<file path="src/sv/sqlist_pkg.sv">
// Shared types and constants for the sequential list block.
// No dependencies; used by every module under sv/.
package sqlist_pkg;

  // operation codes carried in tuser
  localparam logic [1:0] KIND_FIND   = 2'd0;
  localparam logic [1:0] KIND_INSERT = 2'd1;
  localparam logic [1:0] KIND_DELETE = 2'd2;

  // result status codes
  localparam logic [2:0] STAT_OK       = 3'd0;
  localparam logic [2:0] STAT_FULL     = 3'd1;
  localparam logic [2:0] STAT_BADPOS   = 3'd2;
  localparam logic [2:0] STAT_EMPTY    = 3'd3;
  localparam logic [2:0] STAT_NOTFOUND = 3'd4;

  // field widths on the stream ports
  localparam int IN_VALUE_W = 32;
  localparam int POS_W      = 8;
  localparam int KIND_W     = 2;
  localparam int STATUS_W   = 3;
  localparam int FIDX_W     = 7;
  localparam int ECNT_W     = 8;

  // match encoder group size
  localparam int GRP   = 16;
  localparam int GRP_W = 4;

  // per-cycle command broadcast to every cell
  typedef struct packed {
    logic ins;
    logic del;
    logic find;
  } cell_ctl_t;

endpackage

</file>
<file path="src/sv/sqlist_enc.sv">
// First-match encoder, first level: one registered offset per group of cells.
// Depends on sqlist_pkg.
module sqlist_enc #(
  parameter int NG = 8
) (
  input  logic                                   clk,
  input  logic [NG*sqlist_pkg::GRP-1:0]          match_vec,
  output logic [NG-1:0]                          grp_any,
  output logic [NG*sqlist_pkg::GRP_W-1:0]        grp_off
);

  logic [NG-1:0]                     any_next;
  logic [NG*sqlist_pkg::GRP_W-1:0]   off_next;

  // lowest set bit inside each group
  always_comb begin
    any_next = '0;
    off_next = '0;
    for (int g = 0; g < NG; g++) begin
      for (int b = sqlist_pkg::GRP - 1; b >= 0; b--) begin
        if (match_vec[g*sqlist_pkg::GRP + b]) begin
          any_next[g] = 1'b1;
          off_next[g*sqlist_pkg::GRP_W +: sqlist_pkg::GRP_W] = sqlist_pkg::GRP_W'(b);
        end
      end
    end
  end

  always_ff @(posedge clk) begin
    grp_any <= any_next;
    grp_off <= off_next;
  end

endmodule

</file>
<file path="config.mk">
export PLATFORM = sky130hd
export DESIGN_NAME = sqlist_enc
export DESIGN_NICKNAME = d
export VERILOG_FILES = /design/src/sv/sqlist_pkg.sv /design/src/sv/sqlist_enc.sv
export SDC_FILE = /design/constraint.sdc
export NUM_CORES = 1
export LEC_CHECK = 0
export BUFFER_PORTS_ARGS = -buffer_cell sky130_fd_sc_hd__buf_2
export CAP_MARGIN = 25
export CORE_MARGIN = 10
export CORE_UTILIZATION = 43
export DETAILED_ROUTE_END_ITERATION = 12
export PLACE_DENSITY = 0.93
export SETUP_SLACK_MARGIN = 0.15
export SKIP_LAST_GASP = 1
export SYNTH_ARGS = -nofsm -noshare
export SYNTH_HDL_FRONTEND = slang
export SYNTH_SLANG_ARGS = --single-unit
</file>
<file path="constraint.sdc">
create_clock -name clk -period 2.1 [get_ports clk]
set_input_delay 0.105 -clock clk [delete_from_list [all_inputs] [get_ports clk]]
set_output_delay 0.105 -clock clk [all_outputs]
set_load 0.05 [all_outputs]
</file>
### Yosys cells after proc, flatten, opt, wreduce, memory -nomap -nowiden

Index checks and enable logic that the tools add are counted.

* magnitude comparators: 0
* eq/ne operators: 0
* shift-type cells: 0
* bitwise operators: 0
* reductions and logical operators: 32
* $mul: 0
* div/mod/pow operators: 0
* muxes and demuxes: 128
* add/sub/neg operators: 0

Operators with widths (number)
* $mux W4: 64
* $reduce_or A15 Y1: 8
* $mux W3: 32
* $reduce_or A8 Y1: 8
* $mux W2: 16
* $reduce_or A4 Y1: 8
* $mux W1: 16
* $reduce_or A2 Y1: 8

* logic and storage cells: 200
* flip-flop bits (word level): 40
* memories kept: 0
* latch bits: 0
* memory bits (read-only): 0
* bits of input ports: 129
* output and inout bits: 40
* bits in writable memories: 0

### Longest topological paths before layout

* depth after elaboration: 15
* depth in mapped cells: 4

### Worst setup path before layout

Ideal clock, no wire load.

* kind: input to register
* start: input match_vec[68] (netlist bit)
* end: register grp_any[4]
* data required time: 1.973 ns
* library setup time: 0.127 ns
* arrival: 0.776 ns
* path buffers: 0
* cell stages on the path: 3
* slack: 1.197 ns
* path through: nor4_2 -> nand3_1 -> or3_1

* word-level cells in the longest chain between the ends: 1

Ends and longest elaborated chain
* from (decl): RTL line sqlist_enc.sv:7 `input logic [NG*sqlist_pkg::GRP-1:0] match_vec,`
* $reduce_or A15 Y1 (no line)
* to (signal assigned): RTL line sqlist_enc.sv:30 `grp_any <= any_next;`
* to (decl): RTL line sqlist_enc.sv:8 `output logic [NG-1:0] grp_any,`

No other way between the ends.
A chain may end at the register's enable or synchronous reset.

### Worst setup path in the final report

* start: register grp_off[30] (netlist bit)
* end: output grp_off[30] (netlist bit)

RTL lines
* from (decl): RTL line sqlist_enc.sv:9 `output logic [NG*sqlist_pkg::GRP_W-1:0] grp_off`
* from (signal assigned): RTL line sqlist_enc.sv:31 `grp_off <= off_next;`

No word-level cell between the ends.

==> impl_summary.md <==
Synthesis
The number of different library cells used by synthesis comes to 24. For this run, the number of Yosys warnings is 0. Of the post-synthesis cell area, the dominant cell type holds 0.373. For this run, the register share of the synthesized area comes to 0.373. The number of nets handed over by synthesis was between 400 and 500. Ranked by total cell area, the synthesized netlist is headed by sky130_fd_sc_hd__dfxtp_1, sky130_fd_sc_hd__nor2_1, sky130_fd_sc_hd__nand2_1.

The instance count of the mapped netlist is 308. The synthesized area divided by synthesized cell count is around 7.0 sq um. After synthesis the cells add up to 2140 sq um. The leading area contributor after synthesis is sky130_fd_sc_hd__dfxtp_1. After synthesis the netlist holds a flip-flop and latch count of 40.

Timing
Setup repair after global routing left no endpoint under its margin. The smallest setup slack after layout is approximately 1.1 ns. The max-slew violation total from the final report is 0.

The final-report setup violation count is 0. The total count of hold-check failures in the final report is 0. For this run, the top clock speed supported by timing is between 1 and 1.5 GHz. In this run the tightest slew margin relative to its limit is 0.704.

For the pin with the worst max-slew slack, the measured transition is 0.433 ns. The share of the cycle needed by the critical path after routing is 0.475. The shortest clock period the worst path allows after layout is 0.998 ns. The final setup TNS is 0 ns.

Run status
The flow ran to the end, and the final reports show no timing, DRC or antenna violations.

Route
The routed wire length on met2 is between 4000 and 5000 um. For this run, the detailed router's first-pass iteration total came to 4. The count of nets left with antenna violations once routing finished came out at 0.

In the detailed route, the total length drawn on met3 is 623 um. The DRC violation count after routing is 0. The met1 wire length is 3060 um. Wires add up to ~7900 um. The detailed-route vias per instance is about 5.2. The total vias in the final route is 2848. The wire length per cell after detailed routing is around 14 um. The highest metal layer carrying signal wires in the routed design is met4.

The count of routing violations after the opening detailed-route iteration is about 110.

Floorplan
The number of placed I/O pins is between 150 and 200. The floorplan step set the die width to about 91 um. The placeable core region is 4790 sq um. The placement row count is 25. The initial utilization of the core area, before any placement, comes to 0.448. The die area is a little over 8000 sq um. The floorplan die height is 90.6 um.

Clocking
The number of setup buffers added after CTS is 0. The post-cts gate resize count is 0. TritonCTS created 5 clock buffers. TritonCTS built the clock tree. Clock-pin slew was measured on the worst setup and hold paths at around 0.070 ns.

The tree is rooted in a sky130_fd_sc_hd__clkbuf_8. The number of sinks driven by the clock tree is 40. The number of H-tree levels is 2. After clock tree synthesis, the flow added hold-fix buffers numbering 0. The maximum number of buffers from clock root to sink is 2.

Critical path
Traced cell by cell, the critical path runs through buf_2. At the worst endpoint, the arrival time is 0.89 ns. The number of buffer and inverter stages on the critical path is 1. For the worst setup path, the data required time is 2.00 ns. The type of the worst setup path is reg2out. The maximum fanout encountered on the critical timing path is 1.

STA classifies the critical path startpoint as a flip-flop. The largest individual stage delay along the critical path comes from the cell sky130_fd_sc_hd__dfxtp_1. The maximum cell stage delay along the critical path is approximately 0.34 ns. The largest delay contributor family on the critical path is flip-flops. The sort of element at the end of the critical path is an output pin.

Min path
The number of instances on the worst hold path is 2. The worst hold path begins at match_vec[16]. The tightest min-delay check is of the in2reg type. The path with the worst hold slack has its endpoint at grp_off[4].

Pwr
For this design the ratio of total power to cell area is roughly 550 nW/um^2. VDD sags by at most approximately 0.27 mV. The total power is 1.75 mW. The leakage component of the power is 1.56 nW.

Final layout
For this run, the share of the core covered by cells in the final layout is 0.661. Leaving out fill and tap cells, the most frequent cell in the layout is sky130_fd_sc_hd__buf_2. The layout cell share with drive strength beyond 1 is 0.376. After routing the design area is 3160 sq um.

The library cells used most frequently in the layout, excluding fill and tap cells, are sky130_fd_sc_hd__buf_2, sky130_fd_sc_hd__nor2_1, sky130_fd_sc_hd__dfxtp_1. Relative to the synthesized area, the layout overhead comes to 47.4%. The repair_antennas step left the layout with diodes totalling 0.

In the final design database the tool counted about 610 nets.

Global route
In the global route stage, overall resource usage came out at 0.181. After global routing the overflow that remains totals 0. The number of antenna violations at the first check in global routing is 0. The first-pass GRT wire length is roughly 13000 um. The maximum number of pins on one net before global-route repair is 13. The via count of the first global-routing pass is a little under 3000.

Placement
The placement-stage cell area is 3070 sq um. Input and output buffers added on the ports amount to approximately 170. The last weighted congestion value of the routability-driven placer is 0.876. The estimated wirelength of the detail-placed design is between 6000 and 7000 um. The post-place setup slack is between 0.9 and 1 ns.

Flow run
The tool flagged a number of max-cap violations equal to 0.
## cells in the mapped netlist
cell	count
sky130_fd_sc_hd__nor2_1	66
sky130_fd_sc_hd__inv_1	25
sky130_fd_sc_hd__o311a_1	2
sky130_fd_sc_hd__a2111oi_0	2
sky130_fd_sc_hd__nand4_1	3
sky130_fd_sc_hd__clkinv_1	1
sky130_fd_sc_hd__or3_1	5
sky130_fd_sc_hd__o21ai_1	3
sky130_fd_sc_hd__nand2_1	37
sky130_fd_sc_hd__nor2_2	1
sky130_fd_sc_hd__nor4_2	5
sky130_fd_sc_hd__and3_1	5
sky130_fd_sc_hd__a21oi_1	23
sky130_fd_sc_hd__nand3_1	10
sky130_fd_sc_hd__o21ai_0	18
sky130_fd_sc_hd__dfxtp_1	40
sky130_fd_sc_hd__nand2b_1	6
sky130_fd_sc_hd__o31ai_1	8
sky130_fd_sc_hd__o22ai_1	8
sky130_fd_sc_hd__a31oi_1	13
sky130_fd_sc_hd__a221oi_1	4
sky130_fd_sc_hd__nor4_1	12
sky130_fd_sc_hd__nor3_1	8
sky130_fd_sc_hd__nor3b_1	3
## metal layers
metal / GRT usage / vias to the layer above
li1: - / 1460
met1: 0.184 / 1255
met2: 0.343 / 122
met3: 0.0574 / 11
met4: 0.0504 / 0
met5: 0 / -
## final cells by class
| type | instances | area [sq um] |
|---|---|---|
| fill | 446 | 1620 |
| multi-input combinational | 242 | 1250 |
| timing repair buffer | 168 | 841 |
| sequential | 40 | 801 |
| inverter | 26 | 97.6 |
| tap | 67 | 83.8 |
| clock buffer | 6 | 82.6 |
| clock inverter | 2 | 10.0 |
## state kept, by name, summed over array words and instances, names as in the netlist
name	count
grp_any	8
grp_off	32
## worst max path at each step
stage                   startpoint     endpoint  slack [ns]  depth (start not counted)
floorplan            match_vec[68]   grp_any[4]        1.20                          3
detailed placement  match_vec[116]   grp_any[7]        0.98                          4
finish                 grp_off[30]  grp_off[30]        1.10                          1
CTS                    grp_off[30]  grp_off[30]        1.09                          1
global route           grp_off[30]  grp_off[30]        1.06                          1
global placement    match_vec[123]  grp_off[28]        0.99                          5
## kinds of logic (layout without fill, tap and decap cells)
| logic type | after synthesis | count (layout) | share of synthesized area |
|---|---|---|---|
| compound gates | 81 | 81 | 0.226 |
| buf+inv | 26 | 202 | 0.0455 |
| flops | 40 | 40 | 0.373 |
| simple gates | 161 | 161 | 0.355 |
## power breakdown
group / switching, mW / internal, mW / total [mW] / leakage [nW]
clock: 0.251 / 0.262 / 0.513 / 0.0510
combinational: 0.283 / 0.167 / 0.450 / 1.18
sequential: 0.00682 / 0.785 / 0.792 / 0.328
## metrics by stage
stage                     cells  hold slack, ns
final                       551          0.0213
after global routing        551         0.00529
after CTS                   551          0.0123
after detailed placement    543           0.319
after global placement      543           0.318
after floorplan             308           0.199
No activity file was read; power rests on OpenSTA's default activity.
