$ cat src/sv/sqlist_pkg.sv
// Shared types and constants for the sequential list block.
// No dependencies; used by every module under sv/.
package sqlist_pkg;

  // operation codes carried in tuser
  localparam logic [1:0] KIND_FIND   = 2'd0;
  localparam logic [1:0] KIND_INSERT = 2'd1;
  localparam logic [1:0] KIND_DELETE = 2'd2;

  // result status codes
  localparam logic [2:0] STAT_OK       = 3'd0;
  localparam logic [2:0] STAT_FULL     = 3'd1;
  localparam logic [2:0] STAT_BADPOS   = 3'd2;
  localparam logic [2:0] STAT_EMPTY    = 3'd3;
  localparam logic [2:0] STAT_NOTFOUND = 3'd4;

  // field widths on the stream ports
  localparam int IN_VALUE_W = 32;
  localparam int POS_W      = 8;
  localparam int KIND_W     = 2;
  localparam int STATUS_W   = 3;
  localparam int FIDX_W     = 7;
  localparam int ECNT_W     = 8;

  // match encoder group size
  localparam int GRP   = 16;
  localparam int GRP_W = 4;

  // per-cycle command broadcast to every cell
  typedef struct packed {
    logic ins;
    logic del;
    logic find;
  } cell_ctl_t;

endpackage

$ cat src/sv/sqlist_cell.sv
// One list entry: holds a value, shifts with its neighbors, compares for find.
// Depends on sqlist_pkg.
module sqlist_cell #(
  parameter int VALUE_WIDTH = 32,
  parameter int IDX         = 0,
  parameter int CMPW        = 8
) (
  input  logic                       clk,
  input  sqlist_pkg::cell_ctl_t      ctl,
  input  logic [CMPW-1:0]            pos,
  input  logic [CMPW-1:0]            count,
  input  logic [VALUE_WIDTH-1:0]     value,
  input  logic [VALUE_WIDTH-1:0]     left,
  input  logic [VALUE_WIDTH-1:0]     right,
  output logic [VALUE_WIDTH-1:0]     data,
  output logic                       match
);

  localparam logic [CMPW-1:0] MY_IDX = CMPW'(IDX);

  logic above_pos;
  logic at_pos;
  logic in_list;

  assign above_pos = MY_IDX > pos;
  assign at_pos    = MY_IDX == pos;
  assign in_list   = MY_IDX < count;

  // entry storage: insert opens a gap at pos, delete closes it
  always_ff @(posedge clk) begin
    if (ctl.ins) begin
      if (above_pos) begin
        data <= left;
      end else if (at_pos) begin
        data <= value;
      end
    end else if (ctl.del) begin
      if (above_pos || at_pos) begin
        data <= right;
      end
    end
  end

  // match flag, only for live entries
  always_ff @(posedge clk) begin
    if (ctl.find) begin
      match <= in_list && (data == value);
    end
  end

endmodule

$ cat config.mk
export PLATFORM = sky130hd
export DESIGN_NAME = sqlist_cell
export DESIGN_NICKNAME = d
export VERILOG_FILES = /design/src/sv/sqlist_pkg.sv /design/src/sv/sqlist_cell.sv
export SDC_FILE = /design/constraint.sdc
export NUM_CORES = 1
export LEC_CHECK = 0
export BUFFER_PORTS_ARGS = -buffer_cell sky130_fd_sc_hd__buf_2
export CORE_MARGIN = 2
export CORE_UTILIZATION = 38
export DETAILED_ROUTE_END_ITERATION = 6
export GPL_TIMING_DRIVEN = 0
export MAX_ROUTING_LAYER = met4
export PLACE_DENSITY = 0.81
export SYNTH_ARGS = -nofsm -noshare
export SYNTH_HDL_FRONTEND = slang
export SYNTH_SLANG_ARGS = --single-unit
$ cat constraint.sdc
create_clock -name clk -period 3.1 [get_ports clk]
set_input_delay 0.31 -clock clk [delete_from_list [all_inputs] [get_ports clk]]
set_output_delay 0.31 -clock clk [all_outputs]
set_load 0.1 [all_outputs]
### Yosys cells after proc, flatten, opt, wreduce, memory -nomap -nowiden

Cells that the tools add are included.

* flip-flop bits (word level): 33
* input port bits: 116
* output and inout bits: 33
* logic and storage cells: 17

* magnitude comparators: 2
* equal/unequal tests: 2
* multiplexer cells: 5
* reduce and logical (&&, ||, !) cells: 6

Operator list (count)
* $mux W32: 5
* $eq A32 B32 Y1: 1
* $gt A1 B8 Y1 const A: 1
* $logic_not A8 Y1: 1
* $lt A1 B8 Y1 const A: 1
* $reduce_bool A2 Y1: 2
* $ne A3 B1 Y1 const B: 1
* $reduce_and A3 Y1: 1
* $logic_and A1 B1 Y1: 1
* $logic_or A1 B1 Y1: 1

### Depth between registers and ports, before layout

Gate-level depths: netlist (run 1).

* depth after elaboration: 5
* mapped depth: 4
* depth with buffers taken out: 4

### Least setup slack after synthesis (run 1)

Ideal clock, no wire load.

* path type: input to register
* from: input ctl[2] (netlist bit)
* to: register data[0] (enable)
* library setup time: 421 ps
* data arrival time: 2215 ps
* required time: 2679 ps
* setup slack: 464 ps
* cell stages on the path: 4
* buffers on the path: 2
* path through: clkbuf_1 > buf_2 > o21ai_0 > nor2_1

* cells in the longest elaborated chain, start to end: 2
* elaborated cells between the ends (all ways): 4
* classes of those cells: eq/ne (1); reduce/logical (3)

RTL lines
* start: declaration: RTL line sqlist_cell.sv:9 `input sqlist_pkg::cell_ctl_t ctl,`
* $ne A3 B1 Y1 (no line) or $reduce_bool A2 Y1 (tied branches)
* $reduce_and A3 Y1 (no line) (*)
* end signal: assignment: RTL line sqlist_cell.sv:33 `data <= left;`
* end signal: assignment: RTL line sqlist_cell.sv:35 `data <= value;`
* end signal: assignment: RTL line sqlist_cell.sv:39 `data <= right;`
* end: declaration: RTL line sqlist_cell.sv:15 `output logic [VALUE_WIDTH-1:0] data,`

Mark *: on every way between the ends. The rest lies on a longest branch, timed or not.
A chain may end at the register's enable or synchronous reset.

### Final worst setup path (run 1)

* from: input ctl[2] (netlist bit)
* to: register data[24] (enable)

The elaborated chain is that of the path after synthesis.

==> impl_metrics.yaml, run 1 <==
grt:
  grt_max_degree: 33
  grt_pass1_vias: 1372
  grtUsageTotal: 0.1694
  antenna_found_initial: 0
  grt_pass1_wl_um: 6361
  grt_overflow: 0
cts:
  cts-root-buf: "clkbuf_8"
  path_clk_slew_ps: 60
  cts.sinks: 33
  cts_made_buffers: 5
  cts_tree: "yes"
  insertion_delay_ps: 270
  post-cts-setup-buffer-count: 0
  clockBufferDepth: 2
  cts_resized: 0
  htreeDepth: 2
  cts_hold_buf: 0
worst_setup_path:
  cp-end-kind: "register"
  required_ps: 3000
  ff2ff_path_depth: 4
  arrival_ps: 1830
  criticalPathCategory: "in2reg"
  rrSetupSlack_ps: 1500
  start_kind: "input port"
  critPathMaxFanout: 32
  r2r-start: "data[19]"
  r2r-end: "match"
floorplanning:
  die_area_um2: 5249
  initial_utilization: 0.4006
  placement_rows: 24
  die_y_um: 72.45
  core_area_um2: 4444
  die_w_um: 72.45
  io_pins: 149
layout:
  nFillCells: 385
  stdcell_area_um2: 2505
  fin_cells: 292
  area_growth_pct: 40.69
  final_common_cell: "buf_2"
  mostFrequentLayoutCells: "118 x buf_2, 33 x edfxtp_1, 32 x mux2_2"
  final_core_util: 0.5636
  drive_above_1_share: 0.6667
  fin_nets: 356
  n_antenna_cell: 0
detailed_routing:
  postRouteAntennaNets: 0
  drt_iter0_markers: 63
  routed_wl_um: 4387
  drc: 0
  wl_per_cell_um: 15.02
  avgViaCountPerCell: 4.839
  drt_first_pass_iters: 4
  num_vias: 1413
pwr:
  power_density_nw_per_um2: 372.3
  ir_worst_vdd_mv: 0.1861
  p_int_mw: 0.7271
  power_frac_seq: 0.533
  p_leak_nw: 1.066
  switching_power_mw: 0.2054
  p_sw_frac: 0.2203
  pwr-share-clk: 0.315
  totalPowerFinal_mw: 0.9325
  comb_power_share: 0.152
sta:
  max_slew_margin: 0.3968
  setup_violations: 0
  fin_crit_sh: 0.6218
  rsz0062_at_grt: "no"
  finalHoldViolCount: 0
  clock_skew_ps: 2.785
  final.min_clock_period_ps: 1928
  fmax_mhz: 518.8
  slew_viol_final: 0
  tightestPinTransition_ps: 902.7
  holdWs_ps: 235.0
min_path:
  worstHoldStart: "ctl[0]"
  min_path_cells: 1
  hold_end: "match"
  holdCritPathClass: "in2reg"
outcome:
  status: "complete, no violations"
synthesis:
  syn_area_um2: 1780
  synth.yosys.seq_area_share: 0.5566
  synth_warnings: 0
  yosysTopAreaCellShare: 0.5566
  synthDistinctLibCells: 14
  syn_area_per_cell_um2: 15.09
  synth.area.top_cells: "edfxtp_1 56%, mux2_2 20%, xor2_1 14%"
  syn_inst: 118
  yosysTopAreaCell: "edfxtp_1"
  synth_seq_cells: 33
  syn_nets: 234
placement:
  dpl_cell_area_um2: 2429
  place_congestion: 0.7857
  dp_cells: 285
  place.detailed.hpwl_um: 3486
  portBuffers: 115
job:
  cap_violations: 0
==> synth_stat cells <==
master     count
a2111oi_2      1
xnor2_1        4
mux2_2        32
or4_1          1
o21ai_0        1
buf_2          3
nor2_1         1
nand4_1        2
edfxtp_1      33
nand3_1        1
nor4_1         7
clkbuf_1       1
xor2_1        28
nor4_2         3
==> cell families (layout without fill, tap and decap cells) <==
family | after synthesis | after routing | synth area share
compound gates | 2 | 2 | 0.01124
xor+xnor | 32 | 32 | 0.1574
buf+inv | 4 | 126 | 0.01054
flops | 33 | 33 | 0.5566
mux | 32 | 32 | 0.2024
simple gates | 15 | 15 | 0.06184
==> worst max path at each step <==
stage / start / end / slack (ps) / depth (start not counted)
finish: ctl[2] / data[24] / 1170 / 4
global route: ctl[2] / data[19] / 1020 / 4
CTS: ctl[2] / data[9] / 1100 / 4
detailed placement: ctl[2] / data[19] / 810 / 4
global placement: ctl[2] / data[11] / -370 / 4
floorplan: ctl[2] / data[0] / 460 / 4
==> power by group through the flow <==
| stage | Clock [mW] | Sequential (mW) | Combinational (mW) |
|---|---|---|---|
| final | 0.294 | 0.497 | 0.142 |
| after global routing | 0.326 | 0.496 | 0.157 |
| after CTS | 0.306 | 0.497 | 0.145 |
| after detailed placement | 0 | 0.506 | 0.144 |
| after global placement | 0 | 0.506 | 0.140 |
| after floorplan | 0 | 0.518 | 0.0614 |
==> sequential cells by signal, indices dropped and copies added (netlist names) <==
signal / cells
data: 32
match: 1
==> through the flow <==
step | setup slack (ps) | setup TNS, ps
floorplan | 463.5 | 0
global placement | -370.0 | -11780
detailed placement | 814.9 | 0
CTS | 1104 | 0
global route | 1019 | 0
finish | 1172 | 0
==> per-layer routing <==
layer	wire [um]	GRT usage	vias up
li1	-	-	691
met1	1738	0.1869	643
met2	2252	0.2987	79
met3	396	0.05556	0
met4	0	0.03704	0
met5	0	-	-
==> critical path, stage by stage <==
cell      delay (ps)
clkbuf_1         220
buf_2            340
o21ai_0          200
nor2_4           740
==> layout make-up <==
| type | count | area (um2) | share of cell area |
|---|---|---|---|
| flip-flops and latches | 33 | 991.0 | 0.3956 |
| multi-input cells | 81 | 778.2 | 0.3107 |
| repair buffers | 115 | 575.6 | 0.2298 |
| clock buffers | 6 | 72.57 | 0.02897 |
| well taps | 52 | 65.06 | 0.02597 |
| plain buffers | 4 | 18.77 | 0.007493 |
| clock inverters | 1 | 3.754 | 0.001499 |
Note: power is estimated with default switching activity, not from simulation.
==> run 2: changes to the inputs <==
==> constraint.sdc (replaced) <==
create_clock -name clk -period 1.8 [get_ports clk]
set_input_delay 0.18 -clock clk [delete_from_list [all_inputs] [get_ports clk]]
set_output_delay 0.18 -clock clk [all_outputs]
set_load 0.1 [all_outputs]
==> run 2 against run 1 <==
Final cell count grew 0.68%. Worst setup slack lost 1000 ps. Clock skew grew 2.0 ps. Via count grew 0.71%. Power grew 75%. Hold slack lost 120 ps. Core utilization grew 0.53 points.
==> impl_metrics.yaml, run 2 (synthesized netlist as in run 1, its figures left out) <==
layout:
  multi_input_area_um2: 795.8
  fin_nets: 357
  final_core_util: 0.5690
  mostFrequentLayoutCells: "118 x buf_2, 33 x edfxtp_1, 32 x mux2_2"
  largest_reg_flops: 32
  n_antenna_cell: 0
  reg_top3: "data x32, match x1"
  stdcell_area_um2: 2529
  regArea_um2: 991.0
  area_growth_pct: 42.02
  nFillCells: 388
  drive_above_1_share: 0.6777
  final_common_cell: "buf_2"
  regMostFlops: "data"
grt:
  grt_pass1_wl_um: 6610
  met2_usage: 0.3160
  met1_usage: 0.1884
  grt_overflow: 0
  busiest_layer: "met2"
  grt_pass1_vias: 1374
  met3_usage: 0.04306
  grt_max_degree: 17
  grtUsageTotal: 0.1763
  antenna_found_initial: 0
pwr:
  p_leak_nw: 1.073
  switching_power_mw: 0.3715
  totalPowerFinal_mw: 1.631
  p_int_mw: 1.259
  power_frac_seq: 0.524
  comb_power_share: 0.151
  pwr-share-clk: 0.324
  p_sw_frac: 0.2278
  ir_worst_vdd_mv: 0.3564
  power_density_nw_per_um2: 644.9
placement:
  place_congestion: 0.7456
  place_ws_ps: -384.2
  portBuffers: 115
  dpl_cell_area_um2: 2429
cts:
  path_clk_slew_ps: 70
  htreeDepth: 2
  cts.sinks: 33
  cts-root-buf: "clkbuf_8"
  cts_made_buffers: 5
  cts_hold_buf: 0
  insertion_delay_ps: 280
  clockBufferDepth: 2
  cts_tree: "yes"
worst_setup_path:
  critPathLaunch: "ctl[2]"
  cp-end-kind: "register"
  start_kind: "input port"
  required_ps: 1710
  r2r-start: "data[19]"
  arrival_ps: 1580
  criticalPathCategory: "in2reg"
  critPathMaxFanout: 16
sta:
  setup_violations: 0
  worst_slack_ps: 134.9
  slew_viol_final: 0
  rsz0062_at_grt: "no"
  holdWs_ps: 111.6
  clock_skew_ps: 4.756
  fin_crit_sh: 0.9251
  fmax_mhz: 600.6
  tightestPinTransition_ps: 645.6
  max_slew_margin: 0.5650
  final.min_clock_period_ps: 1665
  finalHoldViolCount: 0
detailed_routing:
  drc: 0
  postRouteAntennaNets: 0
  routed_wl_um: 4572
  drt_iter0_markers: 50
  avgViaCountPerCell: 4.840
  drt_first_pass_iters: 4
  wl_per_cell_um: 15.55
  num_vias: 1423
min_path:
  worstHoldStart: "ctl[0]"
  holdCritPathClass: "in2reg"
outcome:
  status: "complete, no violations"
floorplanning:
  die_w_um: 72.45
  initial_utilization: 0.4006
  placement_rows: 24
  die_y_um: 72.45
  io_pins: 149
  core_area_um2: 4444
  die_area_um2: 5249
job:
  cap_violations: 0
## run 2: changes by cell type in the layout (fill, tap and decap cells not counted), sizes merged
cell	previous run	this run
clkinv	1	2
nor2	1	2
## run 2: power by group through the flow
stage | sequential [mW] | combinational (mW) | clock [mW]
global route | 0.855 | 0.270 | 0.585
CTS | 0.855 | 0.249 | 0.557
floorplan | 0.892 | 0.106 | 0
global placement | 0.872 | 0.241 | 0
finish | 0.855 | 0.247 | 0.528
detailed placement | 0.872 | 0.247 | 0
## run 2: path summary, 6_finish.rpt
kind	slack (ps)	cells after the start	end
worst max-delay path	130	4	data[6]
worst min-delay path	110	1	match
worst max register to register	170	4	match
worst min register to register	730	3	match
## run 2: repair_timing
action | CTS | global route
endpoints found under the setup margin | 32 | 1
pin swaps | 1 | 0
resized for setup | 1 | 1
buffers inserted | 0 | 0
gates cloned | 1 | 0
endpoints found under the hold margin | 0 | 0
## run 2: stage by stage
step,instances,TNS (ps)
6_report,294,0
2_1_floorplan,118,-136.5
4_1_cts,294,0
3_3_place_gp,285,-11700
3_5_place_dp,285,-12260
5_1_grt,294,0
## run 2: routing by layer
metal / up-vias / wire, um
met3: 4 / 357
li1: 696 / -
met2: 80 / 2374
met4: 0 / 52
met1: 643 / 1788
met5: - / 0
## run 2: critical path: stages
cell,delay [ps]
clkbuf_1,250
buf_2,350
o21ai_0,300
nor2_4,480
## run 2: layout make-up
| cell class | count | area share |
|---|---|---|
| Buffer | 4 | 0.007422 |
| Clock buffer | 6 | 0.02870 |
| Clock inverter | 2 | 0.003958 |
| Multi-Input combinational cell | 82 | 0.3147 |
| Sequential cell | 33 | 0.3919 |
| Tap cell | 52 | 0.02573 |
| Timing Repair Buffer | 115 | 0.2276 |
